`src/ptm_pkg.sv`:
```
// Package for the pad trigger mode block: mode, status and register index
// codes, the per-pad mark bundle, the result and configuration bundles and the field widths.
// No dependencies; used by every module of the block.
`timescale 1ns / 1ps

package ptm_pkg;

   localparam int PressureWidth = 10;
   localparam int ModeWidth     = 3;
   localparam int StatusWidth   = 2;
   localparam int CsrAddrWidth  = 1;
   localparam int CsrDataWidth  = 10;
   localparam int ReqDataWidth  = 16;
   localparam int RspDataWidth  = 8;

   localparam logic [PressureWidth-1:0] FullLevelReset = 10'd511;

   typedef enum logic [ModeWidth-1:0] {
      MODE_HOLD       = 3'd0,
      MODE_TOGGLE     = 3'd1,
      MODE_LATCH      = 3'd2,
      MODE_TRIGGER    = 3'd3,
      MODE_CYCLE      = 3'd4,
      MODE_AUTO_CYCLE = 3'd5
   } mode_type;

   typedef enum logic [StatusWidth-1:0] {
      ST_STOP     = 2'd0,
      ST_START    = 2'd1,
      ST_NOCHANGE = 2'd2
   } status_type;

   typedef enum logic [CsrAddrWidth-1:0] {
      CSR_TRIGGER_MODE = 1'b0,
      CSR_FULL_LEVEL   = 1'b1
   } csr_index_type;

   typedef struct packed {
      logic playing;
      logic pressed_mark;
      logic released_mark;
      logic max_pending;
      logic repress_mark;
      logic advance_flag;
   } marks_type;

   typedef struct packed {
      status_type play_status;
      logic       move_next;
      logic       ignore_pressure;
   } result_type;

   typedef struct packed {
      logic [ModeWidth-1:0]     trigger_mode;
      logic [PressureWidth-1:0] full_level;
   } csr_type;

endpackage

```
`src/ptm_csr.sv`:
```
// Configuration registers of the pad trigger mode block: trigger mode and
// full-press pressure level. Depends on ptm_pkg.
`timescale 1ns / 1ps

module ptm_csr
   import ptm_pkg::*;
(
   input  logic                    clock,
   input  logic                    reset,
   input  logic                    csr_we,
   input  logic [CsrAddrWidth-1:0] csr_addr,
   input  logic [CsrDataWidth-1:0] csr_wdata,
   output csr_type                 csr
);

   csr_type csr_ff;
   csr_type csr_in;

   always_comb begin
      csr_in = csr_ff;
      if (csr_we) begin
         case (csr_index_type'(csr_addr))
            CSR_TRIGGER_MODE: csr_in.trigger_mode = csr_wdata[ModeWidth-1:0];
            CSR_FULL_LEVEL:   csr_in.full_level   = csr_wdata[PressureWidth-1:0];
            default: csr_in = csr_ff;
         endcase
      end
   end

   always_ff @(posedge clock) begin
      if (reset) begin
         csr_ff.trigger_mode <= ModeWidth'(MODE_HOLD);
         csr_ff.full_level   <= FullLevelReset;
      end else begin
         csr_ff <= csr_in;
      end
   end

   assign csr = csr_ff;

endmodule

```
`src/ptm_rules.sv`:
```
// Combinational rule sets of the pad trigger modes: from the current marks,
// one sample and the configuration, the next marks and the result.
// Depends on ptm_pkg.
`timescale 1ns / 1ps

module ptm_rules
   import ptm_pkg::*;
(
   input  marks_type                marks,
   input  csr_type                  csr,
   input  logic [PressureWidth-1:0] pad_pressure,
   input  logic                     clear,
   output marks_type                marks_next,
   output result_type               result
);

   logic down;
   logic full;

   assign down = (pad_pressure != '0);
   assign full = (pad_pressure == csr.full_level);

   always_comb begin
      marks_next             = marks;
      result.play_status     = ST_NOCHANGE;
      result.ignore_pressure = 1'b0;
      result.move_next       = 1'b0;

      case (mode_type'(csr.trigger_mode))
         MODE_HOLD: begin
            if (!marks.playing && down) begin
               result.play_status       = ST_START;
               marks_next.playing       = 1'b1;
               marks_next.pressed_mark  = 1'b1;
               marks_next.released_mark = 1'b1;
            end else if (marks.playing && !down) begin
               result.play_status       = ST_STOP;
               marks_next.playing       = 1'b0;
               marks_next.pressed_mark  = 1'b0;
               marks_next.released_mark = 1'b0;
            end
            marks_next.repress_mark = 1'b0;
            marks_next.max_pending  = 1'b1;
            marks_next.advance_flag = 1'b0;
         end
         MODE_TOGGLE, MODE_AUTO_CYCLE: begin
            if (!marks.playing && down && !marks.pressed_mark && !marks.released_mark) begin
               result.play_status      = ST_START;
               marks_next.playing      = 1'b1;
               marks_next.pressed_mark = 1'b1;
            end else if (marks.playing && !down) begin
               marks_next.released_mark = 1'b1;
            end else if (marks.playing && down && marks.released_mark
                         && marks.pressed_mark) begin
               result.play_status      = ST_STOP;
               marks_next.playing      = 1'b0;
               marks_next.pressed_mark = 1'b0;
            end else if (!marks.playing && !down && marks.released_mark
                         && !marks.pressed_mark) begin
               marks_next.released_mark = 1'b0;
            end
            marks_next.max_pending  = 1'b1;
            marks_next.repress_mark = 1'b0;
            marks_next.advance_flag = 1'b0;
            result.ignore_pressure  = (mode_type'(csr.trigger_mode) == MODE_AUTO_CYCLE);
         end
         MODE_LATCH: begin
            if (!marks.playing && down && !marks.pressed_mark && !marks.released_mark) begin
               result.play_status      = ST_START;
               marks_next.playing      = 1'b1;
               marks_next.pressed_mark = 1'b1;
               marks_next.max_pending  = 1'b1;
            end else if (full && marks.max_pending) begin
               marks_next.max_pending = 1'b0;
            end else if (marks.playing && !down && !marks.max_pending) begin
               result.play_status       = ST_STOP;
               marks_next.playing       = 1'b0;
               marks_next.released_mark = 1'b0;
               marks_next.pressed_mark  = 1'b0;
            end else if (marks.playing && !down && marks.pressed_mark) begin
               marks_next.released_mark = 1'b1;
            end
            marks_next.repress_mark = 1'b0;
            marks_next.advance_flag = 1'b0;
         end
         MODE_TRIGGER: begin
            if (down && !marks.repress_mark) begin
               result.play_status      = ST_START;
               marks_next.playing      = 1'b1;
               marks_next.pressed_mark = 1'b1;
               marks_next.repress_mark = 1'b1;
               marks_next.max_pending  = 1'b1;
            end else if (marks.playing && !down && marks.pressed_mark
                         && marks.max_pending) begin
               marks_next.released_mark = 1'b1;
               marks_next.repress_mark  = 1'b0;
            end else if (full) begin
               marks_next.max_pending = 1'b0;
            end else if (marks.playing && !down && !marks.max_pending) begin
               result.play_status       = ST_STOP;
               marks_next.playing       = 1'b0;
               marks_next.pressed_mark  = 1'b0;
               marks_next.released_mark = 1'b0;
               marks_next.repress_mark  = 1'b0;
            end
            marks_next.advance_flag = 1'b0;
         end
         MODE_CYCLE: begin
            if (!marks.playing && down && !marks.pressed_mark) begin
               result.play_status      = ST_START;
               marks_next.playing      = 1'b1;
               marks_next.pressed_mark = 1'b1;
               marks_next.repress_mark = 1'b1;
               marks_next.max_pending  = 1'b1;
            end else if (marks.playing && !down && marks.pressed_mark
                         && marks.max_pending) begin
               marks_next.released_mark = 1'b1;
               marks_next.repress_mark  = 1'b0;
            end else if (marks.playing && down && !marks.repress_mark
                         && marks.released_mark) begin
               marks_next.advance_flag = 1'b1;
               marks_next.repress_mark = 1'b1;
            end else if (full) begin
               marks_next.max_pending = 1'b0;
            end else if (marks.playing && !down && !marks.max_pending) begin
               result.play_status       = ST_STOP;
               marks_next.playing       = 1'b0;
               marks_next.pressed_mark  = 1'b0;
               marks_next.released_mark = 1'b0;
               marks_next.repress_mark  = 1'b0;
            end else begin
               marks_next.advance_flag = 1'b0;
            end
            result.ignore_pressure = 1'b1;
         end
         default: begin
            // Undefined mode codes leave the marks alone but drop the advance.
            marks_next.advance_flag = 1'b0;
         end
      endcase

      result.move_next = marks_next.advance_flag;

      // A clear event wins over every mode.
      if (clear) begin
         marks_next             = '0;
         result.play_status     = ST_STOP;
         result.move_next       = 1'b0;
         result.ignore_pressure = 1'b0;
      end
   end

endmodule

```
`src/pad_trigger_mode_fsm.sv`:
```
// An accepted item waits in the input register; it is evaluated by the rule
// logic and written to the result register once that register is empty or its
// result is being taken, and is shown on the result channel from then on.
// Throughput: one item per cycle unless the result channel stalls, set by the
// combinational rule logic between the two registers; marks update once per item.
// Reset is synchronous and active high: it empties both stages, zeroes all
// pad marks and loads trigger mode hold with a full-press level of 511.
`timescale 1ns / 1ps

module pad_trigger_mode_fsm
   import ptm_pkg::*;
(
   input  logic                    clock,
   input  logic                    reset,

   // Configuration write port; index 0 is trigger_mode, 1 is the full-press level.
   input  logic                    csr_we,
   input  logic [CsrAddrWidth-1:0] csr_addr,
   input  logic [CsrDataWidth-1:0] csr_wdata,

   // Input channel.
   input  logic                    req_tvalid,
   output logic                    req_tready,
   input  logic [ReqDataWidth-1:0] req_tdata,  // [9:0] pad_pressure, upper bits zero
   input  logic                    req_tuser,  // [0] clear

   // Result channel.
   output logic                    rsp_tvalid,
   input  logic                    rsp_tready,
   output logic [RspDataWidth-1:0] rsp_tdata   // [1:0] play_status, [2] move_next,
                                               // [3] ignore_pressure, upper bits zero
);

   // Configuration registers live in their own small unit.
   csr_type csr;

   ptm_csr u_csr (
      .clock     (clock),
      .reset     (reset),
      .csr_we    (csr_we),
      .csr_addr  (csr_addr),
      .csr_wdata (csr_wdata),
      .csr       (csr)
   );

   // Input stage. It holds one item; it hands it on whenever the result
   // register is empty or its current result is being taken, so a waiting
   // result does not stop a new item from coming in behind it.
   logic                     in_valid_ff;
   logic                     in_valid_in;
   logic [PressureWidth-1:0] in_pressure_ff;
   logic                     in_clear_ff;
   logic                     advance;
   logic                     req_take;

   logic                     out_valid_ff;
   logic                     out_valid_in;
   result_type               out_result_ff;

   assign advance    = in_valid_ff && (!out_valid_ff || rsp_tready);
   assign req_tready = !in_valid_ff || advance;
   assign req_take   = req_tvalid && req_tready;

   always_comb begin
      in_valid_in = in_valid_ff;
      if (req_take) begin
         in_valid_in = 1'b1;
      end else if (advance) begin
         in_valid_in = 1'b0;
      end
   end

   always_ff @(posedge clock) begin
      if (reset) begin
         in_valid_ff <= 1'b0;
      end else begin
         in_valid_ff <= in_valid_in;
      end
   end

   always_ff @(posedge clock) begin
      if (req_take) begin
         in_pressure_ff <= req_tdata[PressureWidth-1:0];
         in_clear_ff    <= req_tuser;
      end
   end

   // Pad marks. They change only when an item moves from the input stage
   // into the result register, which keeps results in item order.
   marks_type  marks_ff;
   marks_type  marks_in;
   marks_type  marks_next;
   result_type result_next;

   ptm_rules u_rules (
      .marks        (marks_ff),
      .csr          (csr),
      .pad_pressure (in_pressure_ff),
      .clear        (in_clear_ff),
      .marks_next   (marks_next),
      .result       (result_next)
   );

   assign marks_in = advance ? marks_next : marks_ff;

   always_ff @(posedge clock) begin
      if (reset) begin
         marks_ff <= '0;
      end else begin
         marks_ff <= marks_in;
      end
   end

   // Result register. It fills on a hand-off and empties when taken.
   always_comb begin
      out_valid_in = out_valid_ff;
      if (advance) begin
         out_valid_in = 1'b1;
      end else if (rsp_tready) begin
         out_valid_in = 1'b0;
      end
   end

   always_ff @(posedge clock) begin
      if (reset) begin
         out_valid_ff <= 1'b0;
      end else begin
         out_valid_ff <= out_valid_in;
      end
   end

   always_ff @(posedge clock) begin
      if (advance) begin
         out_result_ff <= result_next;
      end
   end

   assign rsp_tvalid = out_valid_ff;
   assign rsp_tdata  = RspDataWidth'({out_result_ff.ignore_pressure,
                                      out_result_ff.move_next,
                                      out_result_ff.play_status});

endmodule

```
`config.mk`:
```
export PLATFORM = sky130hd
export DESIGN_NAME = pad_trigger_mode_fsm
export DESIGN_NICKNAME = d
export VERILOG_FILES = /design/src/ptm_pkg.sv /design/src/ptm_csr.sv /design/src/ptm_rules.sv /design/src/pad_trigger_mode_fsm.sv
export SDC_FILE = /design/constraint.sdc
export NUM_CORES = 1
export LEC_CHECK = 0
export BUFFER_PORTS_ARGS = -buffer_cell sky130_fd_sc_hd__buf_2
export CAP_MARGIN = 25
export CORE_MARGIN = 4
export CORE_UTILIZATION = 61
export CTS_BUF_LIST = sky130_fd_sc_hd__clkbuf_4 sky130_fd_sc_hd__clkbuf_8
export DETAILED_ROUTE_END_ITERATION = 16
export PLACE_DENSITY = 0.87
export SLEW_MARGIN = 20
export SYNTH_ARGS = -nofsm -noshare
export SYNTH_HDL_FRONTEND = slang
export SYNTH_SLANG_ARGS = --single-unit
```
`constraint.sdc`:
```
create_clock -name clock -period 6.75 [get_ports clock]
set_input_delay 0.3375 -clock clock [delete_from_list [all_inputs] [get_ports clock]]
set_output_delay 0.3375 -clock clock [all_outputs]
set_load 0.02 [all_outputs]
```
# ---- After elaboration in Yosys (flattened, before gate mapping)
# Index checks and enable logic that the tools add are counted.
dict set report totals {
  elab_cells 148
  reg_bits 36
  output_inout_bits 10
}
dict set report classes {
  eq_ne 26
  n_reduce_logical 41
  n_bitwise 1
  mux 65
}
# operator n
set op_table {}
lappend op_table {{$mux W2} 27}
lappend op_table {{$mux W1} 28}
lappend op_table {{$ne A4 B3 Y1 const B} 7}
lappend op_table {{$pmux W5 S5} 1}
lappend op_table {{$ne A4 B2 Y1 const B} 6}
lappend op_table {{$logic_and A1 B1 Y1} 19}
lappend op_table {{$mux W3} 5}
lappend op_table {{$ne A3 B3 Y1 const B} 5}
lappend op_table {{$reduce_and A12 Y1} 1}
lappend op_table {{$eq A10 B10 Y1} 1}
lappend op_table {{$pmux W2 S5} 1}
lappend op_table {{$reduce_and A10 Y1} 1}
lappend op_table {{$reduce_bool A10 Y1} 1}
lappend op_table {{$logic_not A1 Y1} 8}
lappend op_table {{$eq A3 B2 Y1 const B} 2}
lappend op_table {{$eq A3 B3 Y1 const B} 2}
lappend op_table {{$mux W6} 1}
lappend op_table {{$ne A6 B6 Y1 const B} 1}
lappend op_table {{$reduce_and A6 Y1} 1}
lappend op_table {{$reduce_bool A6 Y1} 1}
lappend op_table {{$ne A5 B5 Y1 const B} 1}
lappend op_table {{$mux W4} 1}
lappend op_table {{$reduce_and A2 Y1} 2}
lappend op_table {{$reduce_and A4 Y1} 1}
lappend op_table {{other kinds (7)} 9}

# ---- Depth between registers and ports, before layout
dict set report depth {
  word_depth 11
  ltp_mapped 11
}

# ---- By module
# A second synthesis with hierarchy kept.
dict set report unflattened {
  cells_unflattened 234
  area_unflattened_um2 2187.1
}
# module seq_area_each_um2 cells_per_inst area_per_inst_um2 instances
set by_module_without_submodules {}
lappend by_module_without_submodules {pad_trigger_mode_fsm 610.6 56 842.1 1}
lappend by_module_without_submodules {ptm_rules 0.0 130 822.0 1}
lappend by_module_without_submodules {ptm_csr 260.2 48 523.0 1}

# ---- Least setup slack after synthesis
# No wires, ideal clock.
dict set report synth_timing {
  kind {reg-to-reg}
  from {reg in_pressure_ff[7]}
  to {reg marks_ff[3] (netlist bit)}
  period_less_slack_ns 2.505
  required_time_ns 6.677
  path_stages_with_launch 12
  n_path_buf 1
  path_slack_ns 4.245
  arrival_ns 2.432
  cell_sequence {edfxtp_1 -> nor4_4 -> and3_1 -> inv_1 -> ha_1 -> or2b_4 -> buf_6 -> o31ai_1 -> a21oi_2 -> nand3_1 -> or4_1 -> o211ai_2}
}
dict set report synth_between {
  elab_chain_len 11
}
# item line_no
set synth_lines {}
lappend synth_lines {{start, declared} pad_trigger_mode_fsm.sv:51} ;# logic [PressureWidth-1:0] in_pressure_ff;
lappend synth_lines {{start signal, assigned} pad_trigger_mode_fsm.sv:83} ;# in_pressure_ff <= req_tdata[PressureWidth-1:0];
lappend synth_lines {{$reduce_bool A10 Y1} ptm_rules.sv:20} ;# assign down = (pad_pressure != '0);
lappend synth_lines {{$logic_not A1 Y1} n/a}
lappend synth_lines {{$logic_and A1 B1 Y1} n/a}
lappend synth_lines {{$logic_and A1 B1 Y1} {ptm_rules.sv:75, ptm_rules.sv:99, ptm_rules.sv:125}}
lappend synth_lines {{$mux W3 (2 in series)} n/a}
lappend synth_lines {{$mux W4} n/a}
lappend synth_lines {{$mux W1} ptm_rules.sv:115} ;# end else if (marks.playing && !down && marks.pressed_mark
lappend synth_lines {{$mux W1} ptm_rules.sv:109} ;# if (!marks.playing && down && !marks.pressed_mark) begin
lappend synth_lines {{$pmux W5 S5} ptm_rules.sv:29} ;# case (mode_type'(csr.trigger_mode))
lappend synth_lines {{$mux W6} ptm_rules.sv:145} ;# if (clear) begin
lappend synth_lines {{end signal, assigned} pad_trigger_mode_fsm.sv:110} ;# marks_ff <= marks_in;
lappend synth_lines {{end, declared} pad_trigger_mode_fsm.sv:90} ;# marks_type marks_ff;
# Parallel ways exist; a longest one is shown, timed or not. The select of a mux whose other input is x is not followed.
# A chain may end at the register's enable or synchronous reset.

# ---- Final worst setup path
dict set report layout_timing {
  from {reg in_pressure_ff[1]}
  to {reg marks_ff[5] (netlist bit)}
}
dict set report layout_between {
  elab_chain_len 11
}
# item line_no
set layout_lines {}
lappend layout_lines {{$reduce_bool A10 Y1} ptm_rules.sv:20}
lappend layout_lines {{$logic_not A1 Y1} n/a}
lappend layout_lines {{$logic_and A1 B1 Y1} n/a}
lappend layout_lines {{$logic_and A1 B1 Y1} {ptm_rules.sv:75, ptm_rules.sv:99, ptm_rules.sv:125}}
lappend layout_lines {{$mux W3 (2 in series)} n/a}
lappend layout_lines {{$mux W4} n/a}
lappend layout_lines {{$mux W2} n/a}
lappend layout_lines {{$mux W2} ptm_rules.sv:109}
lappend layout_lines {{$pmux W5 S5} ptm_rules.sv:29}
lappend layout_lines {{$mux W6} ptm_rules.sv:145}
# Parallel ways exist; a longest one is shown, timed or not. The select of a mux whose other input is x is not followed.

==> results.sh <==
export IMPL_end_kind="flip-flop"
export IMPL_avgSynthCellArea_sq_um=9.22
export IMPL_core_area_sq_mm=0.00334
export IMPL_hp_start="req_tdata[9]"
export IMPL_globalRouteMet2Util=0.360
export IMPL_worstMarginPinSlew_ps=580
export IMPL_worstHoldPathType="in -> reg"
export IMPL_crit_start="in_pressure_ff[1]$_DFFE_PP_"
export IMPL_clkSinkCount=36
export IMPL_cts_tree="yes"
export IMPL_dp_cells=292
export IMPL_grt_pass1_wl_microns=7340
export IMPL_design_area_sq_mm=0.00227
export IMPL_fin_crit_ps=2980
export IMPL_worst_path_max_delay_cell="edfxtp_1"
export IMPL_crit_arrival_ps=3250
export IMPL_async_flop_share=0
export IMPL_worstSkewPairLatency_ps=330
export IMPL_yosysWarnings=0
export IMPL_leakage_nw=0.924
export IMPL_max_freq_ghz=0.336
export IMPL_die_h_microns=66.7
export IMPL_routabilityCongestion=0.963
export IMPL_max_slew_margin_rel=0.613
export IMPL_firstDrtPassIters=4
export IMPL_synth_edf_count=15
export IMPL_grt_usage=0.219
export IMPL_grt_max_degree=18
export IMPL_grt_use_met3=0.0371
export IMPL_setup_worst_path_class="reg -> reg"
export IMPL_die_x_microns=66.7
export IMPL_drcViolationCount=0
export IMPL_start_util=0.630
export IMPL_dieArea_sq_mm=0.00445
export IMPL_cap_viol_max_count=0
export IMPL_path_delay_family="simple AND/OR/NAND/NOR gates"
export IMPL_irDropWorstVdd_uv=130
export IMPL_crit_buf_inv=0
export IMPL_final_layout_size_suffix_gt1_frac=0.193
export IMPL_drt_total_wl_microns=4490
export IMPL_final_net_count=290
export IMPL_synth_top_area_share=0.214
export IMPL_clock_root_buffer="clkbuf_4"
export IMPL_cp_start_kind="flip-flop"
export IMPL_synthFlopType="dfxtp_1"
export IMPL_viasPerCell=5.92
export IMPL_top_usage_layer="met2"
export IMPL_worstPathRequired_ps=7020
export IMPL_drt_initial_drc_count=218
export IMPL_cts_htree_levels=2
export IMPL_status="completed"
export IMPL_holdPathEnd="in_pressure_ff[9]$_DFFE_PP_"
export IMPL_critical_path_max_fanout=9
export IMPL_grt_ovfl_total=0
export IMPL_fin_skew_ps=11.9
export IMPL_wl_per_cell_microns=15.0
export IMPL_synth_cells=228
export IMPL_r2r_cells=9
export IMPL_ys_seq_area_frac=0.414
export IMPL_r2r_start="in_pressure_ff[1]$_DFFE_PP_"
export IMPL_cts_buffers_inserted=5
export IMPL_dpl_hpwl_microns=3400
export IMPL_diodes=0
export IMPL_areaGrowthSynthToFinish_pct=7.85
export IMPL_holdPathStages=1
export IMPL_io_pins=43
export IMPL_cp_slowest_stage_delay_ps=460
export IMPL_path_clk_slew_ps=110
export IMPL_std_cell_rows=21
export IMPL_cpMostUsedCell="and3_1"
export IMPL_ys_seq_elements=36
export IMPL_synth_most_common_cell="nand3_1"
export IMPL_finalHoldViolCount=0
export IMPL_ctsHoldBuffers=0
export IMPL_post_dp_cell_area_sq_mm=0.00222
export IMPL_cts_setup_buffers=0
export IMPL_yosysUniqueCellTypes=55
export IMPL_cts_buffer_depth=2
export IMPL_antenna_found_initial=0
export IMPL_path_cells="nor4_4 > and3_1 > ha_1 > nand2b_1 > and3_1 > o22ai_1 > a41oi_1 > nor4_1 > a21o_1"
export IMPL_rrSetupSlack_ps=3770
export IMPL_synth_cell_area_sq_mm=0.00210
export IMPL_r2r_end="marks_ff[5]$_SDFFE_PP0P_"
export IMPL_yosys_area_top_type="edfxtp_1"
export IMPL_final_cells=300
export IMPL_io_buffer_count=32
export IMPL_power_per_cell_area_mw_per_mm2=189
export IMPL_synth_area_leaders="edfxtp_1 (21%), dfxtp_1 (20%), nand3_1 (5.7%)"
export IMPL_final_period_utilization=0.441
export IMPL_first_global_vias=1610
export IMPL_vias=1776
export IMPL_rsz0062_at_grt="false"
export IMPL_synthTopCellsByCount="nand3_1 (24), nand2_1 (22), dfxtp_1 (21)"
export IMPL_cts_resized=0
export IMPL_ant_nets=0
export IMPL_slew_viol_final=0
export IMPL_use_met1=0.282
export IMPL_finalSetupViolCount=0
export IMPL_tns_ps=0
-- worst register-to-register path: cells and delay by family, from the launching register on --
kind,cells,cell delay [ps]
AO/OA/AOI/OAI,3,580
adder cells (fa/ha/maj),1,360
flip-flops,1,460
AND/OR/NAND/NOR,5,1550
-- placed cells by master, fill, tap and decap left out, drive strengths merged, types with 2 or more instances in the layout --
cell type | synthesis | final
buf | 10 | 32
nand3 | 24 | 24
nand2 | 22 | 22
dfxtp | 21 | 21
nor2 | 20 | 20
edfxtp | 15 | 15
a21oi | 12 | 12
o21ai | 11 | 11
inv | 9 | 9
xnor2 | 8 | 8
clkbuf | 7 | 6
mux2i | 5 | 5
a21o | 4 | 4
ha | 4 | 4
conb | 1 | 4
nor4 | 4 | 4
nor2b | 3 | 3
and3 | 3 | 3
o21bai | 3 | 3
nor3 | 3 | 3
nand4 | 3 | 3
a31oi | 3 | 3
nand2b | 2 | 2
a41oi | 2 | 2
a41o | 2 | 2
xor2 | 2 | 2
o221ai | 2 | 2
or4 | 2 | 2
clkinv | 0 | 2
or2b | 2 | 2
nor3b | 2 | 2
a21boi | 2 | 2
o211ai | 2 | 2
-- final cells by class --
type	instances	area (sq um)
sequential	36	871
inverter	9	33.8
fill	278	1070
timing repair buffer	32	160
tap	46	57.6
multi-input combinational	169	1090
clock inverter	2	7.51
clock buffer	6	45.0
-- how the worst max path moves through the flow --
stage / to / slack [ps] / cells past startpoint
floorplan: marks_ff[3]$_SDFFE_PP0P_ / 4240 / 11
global placement: marks_ff[4]$_SDFFE_PP0P_ / 3860 / 9
detailed placement: marks_ff[4]$_SDFFE_PP0P_ / 3790 / 9
CTS: marks_ff[5]$_SDFFE_PP0P_ / 3760 / 9
global route: marks_ff[5]$_SDFFE_PP0P_ / 3520 / 9
finish: marks_ff[5]$_SDFFE_PP0P_ / 3770 / 9
-- per-stage QoR --
step                      setup WS (ps)  hold WS, ps  total power [mW]  utilization
after floorplan                    4240          430             0.308            -
after global placement             3860          440             0.322        0.664
after detailed placement           3790          445             0.324        0.664
after CTS                          3760          159             0.430        0.680
after global routing               3520          136             0.453        0.680
final                              3770          170             0.429        0.680
-- power breakdown --
part	switching (mW)	internal, mW
logic	0.0377	0.0284
registers	0.0140	0.239
clock network	0.0666	0.0426
-- sequential cells by signal, summed over array words and instances, names as in the netlist --
name	count
rsp_tvalid	1
marks_ff	6
in_clear_ff	1
rsp_tdata	4
in_valid_ff	1
u_csr.csr	13
in_pressure_ff	10
-- logic make-up after synthesis --
kind of cell	count (synthesis)	share of synthesized area
other cells	1	0.00178
simple gates	93	0.245
flops	36	0.414
buf+inv	26	0.0714
mux	6	0.0291
fa+ha+maj	4	0.0238
compound gates	52	0.174
xor+xnor	10	0.0416
-- routing by layer --
metal / vias to the layer above / wire length (microns)
li1: 866 / -
met1: 840 / 1960
met2: 60 / 2240
met3: 10 / 212
met4: 0 / 77
met5: - / 0
Note: power is estimated with default switching activity, not from simulation.
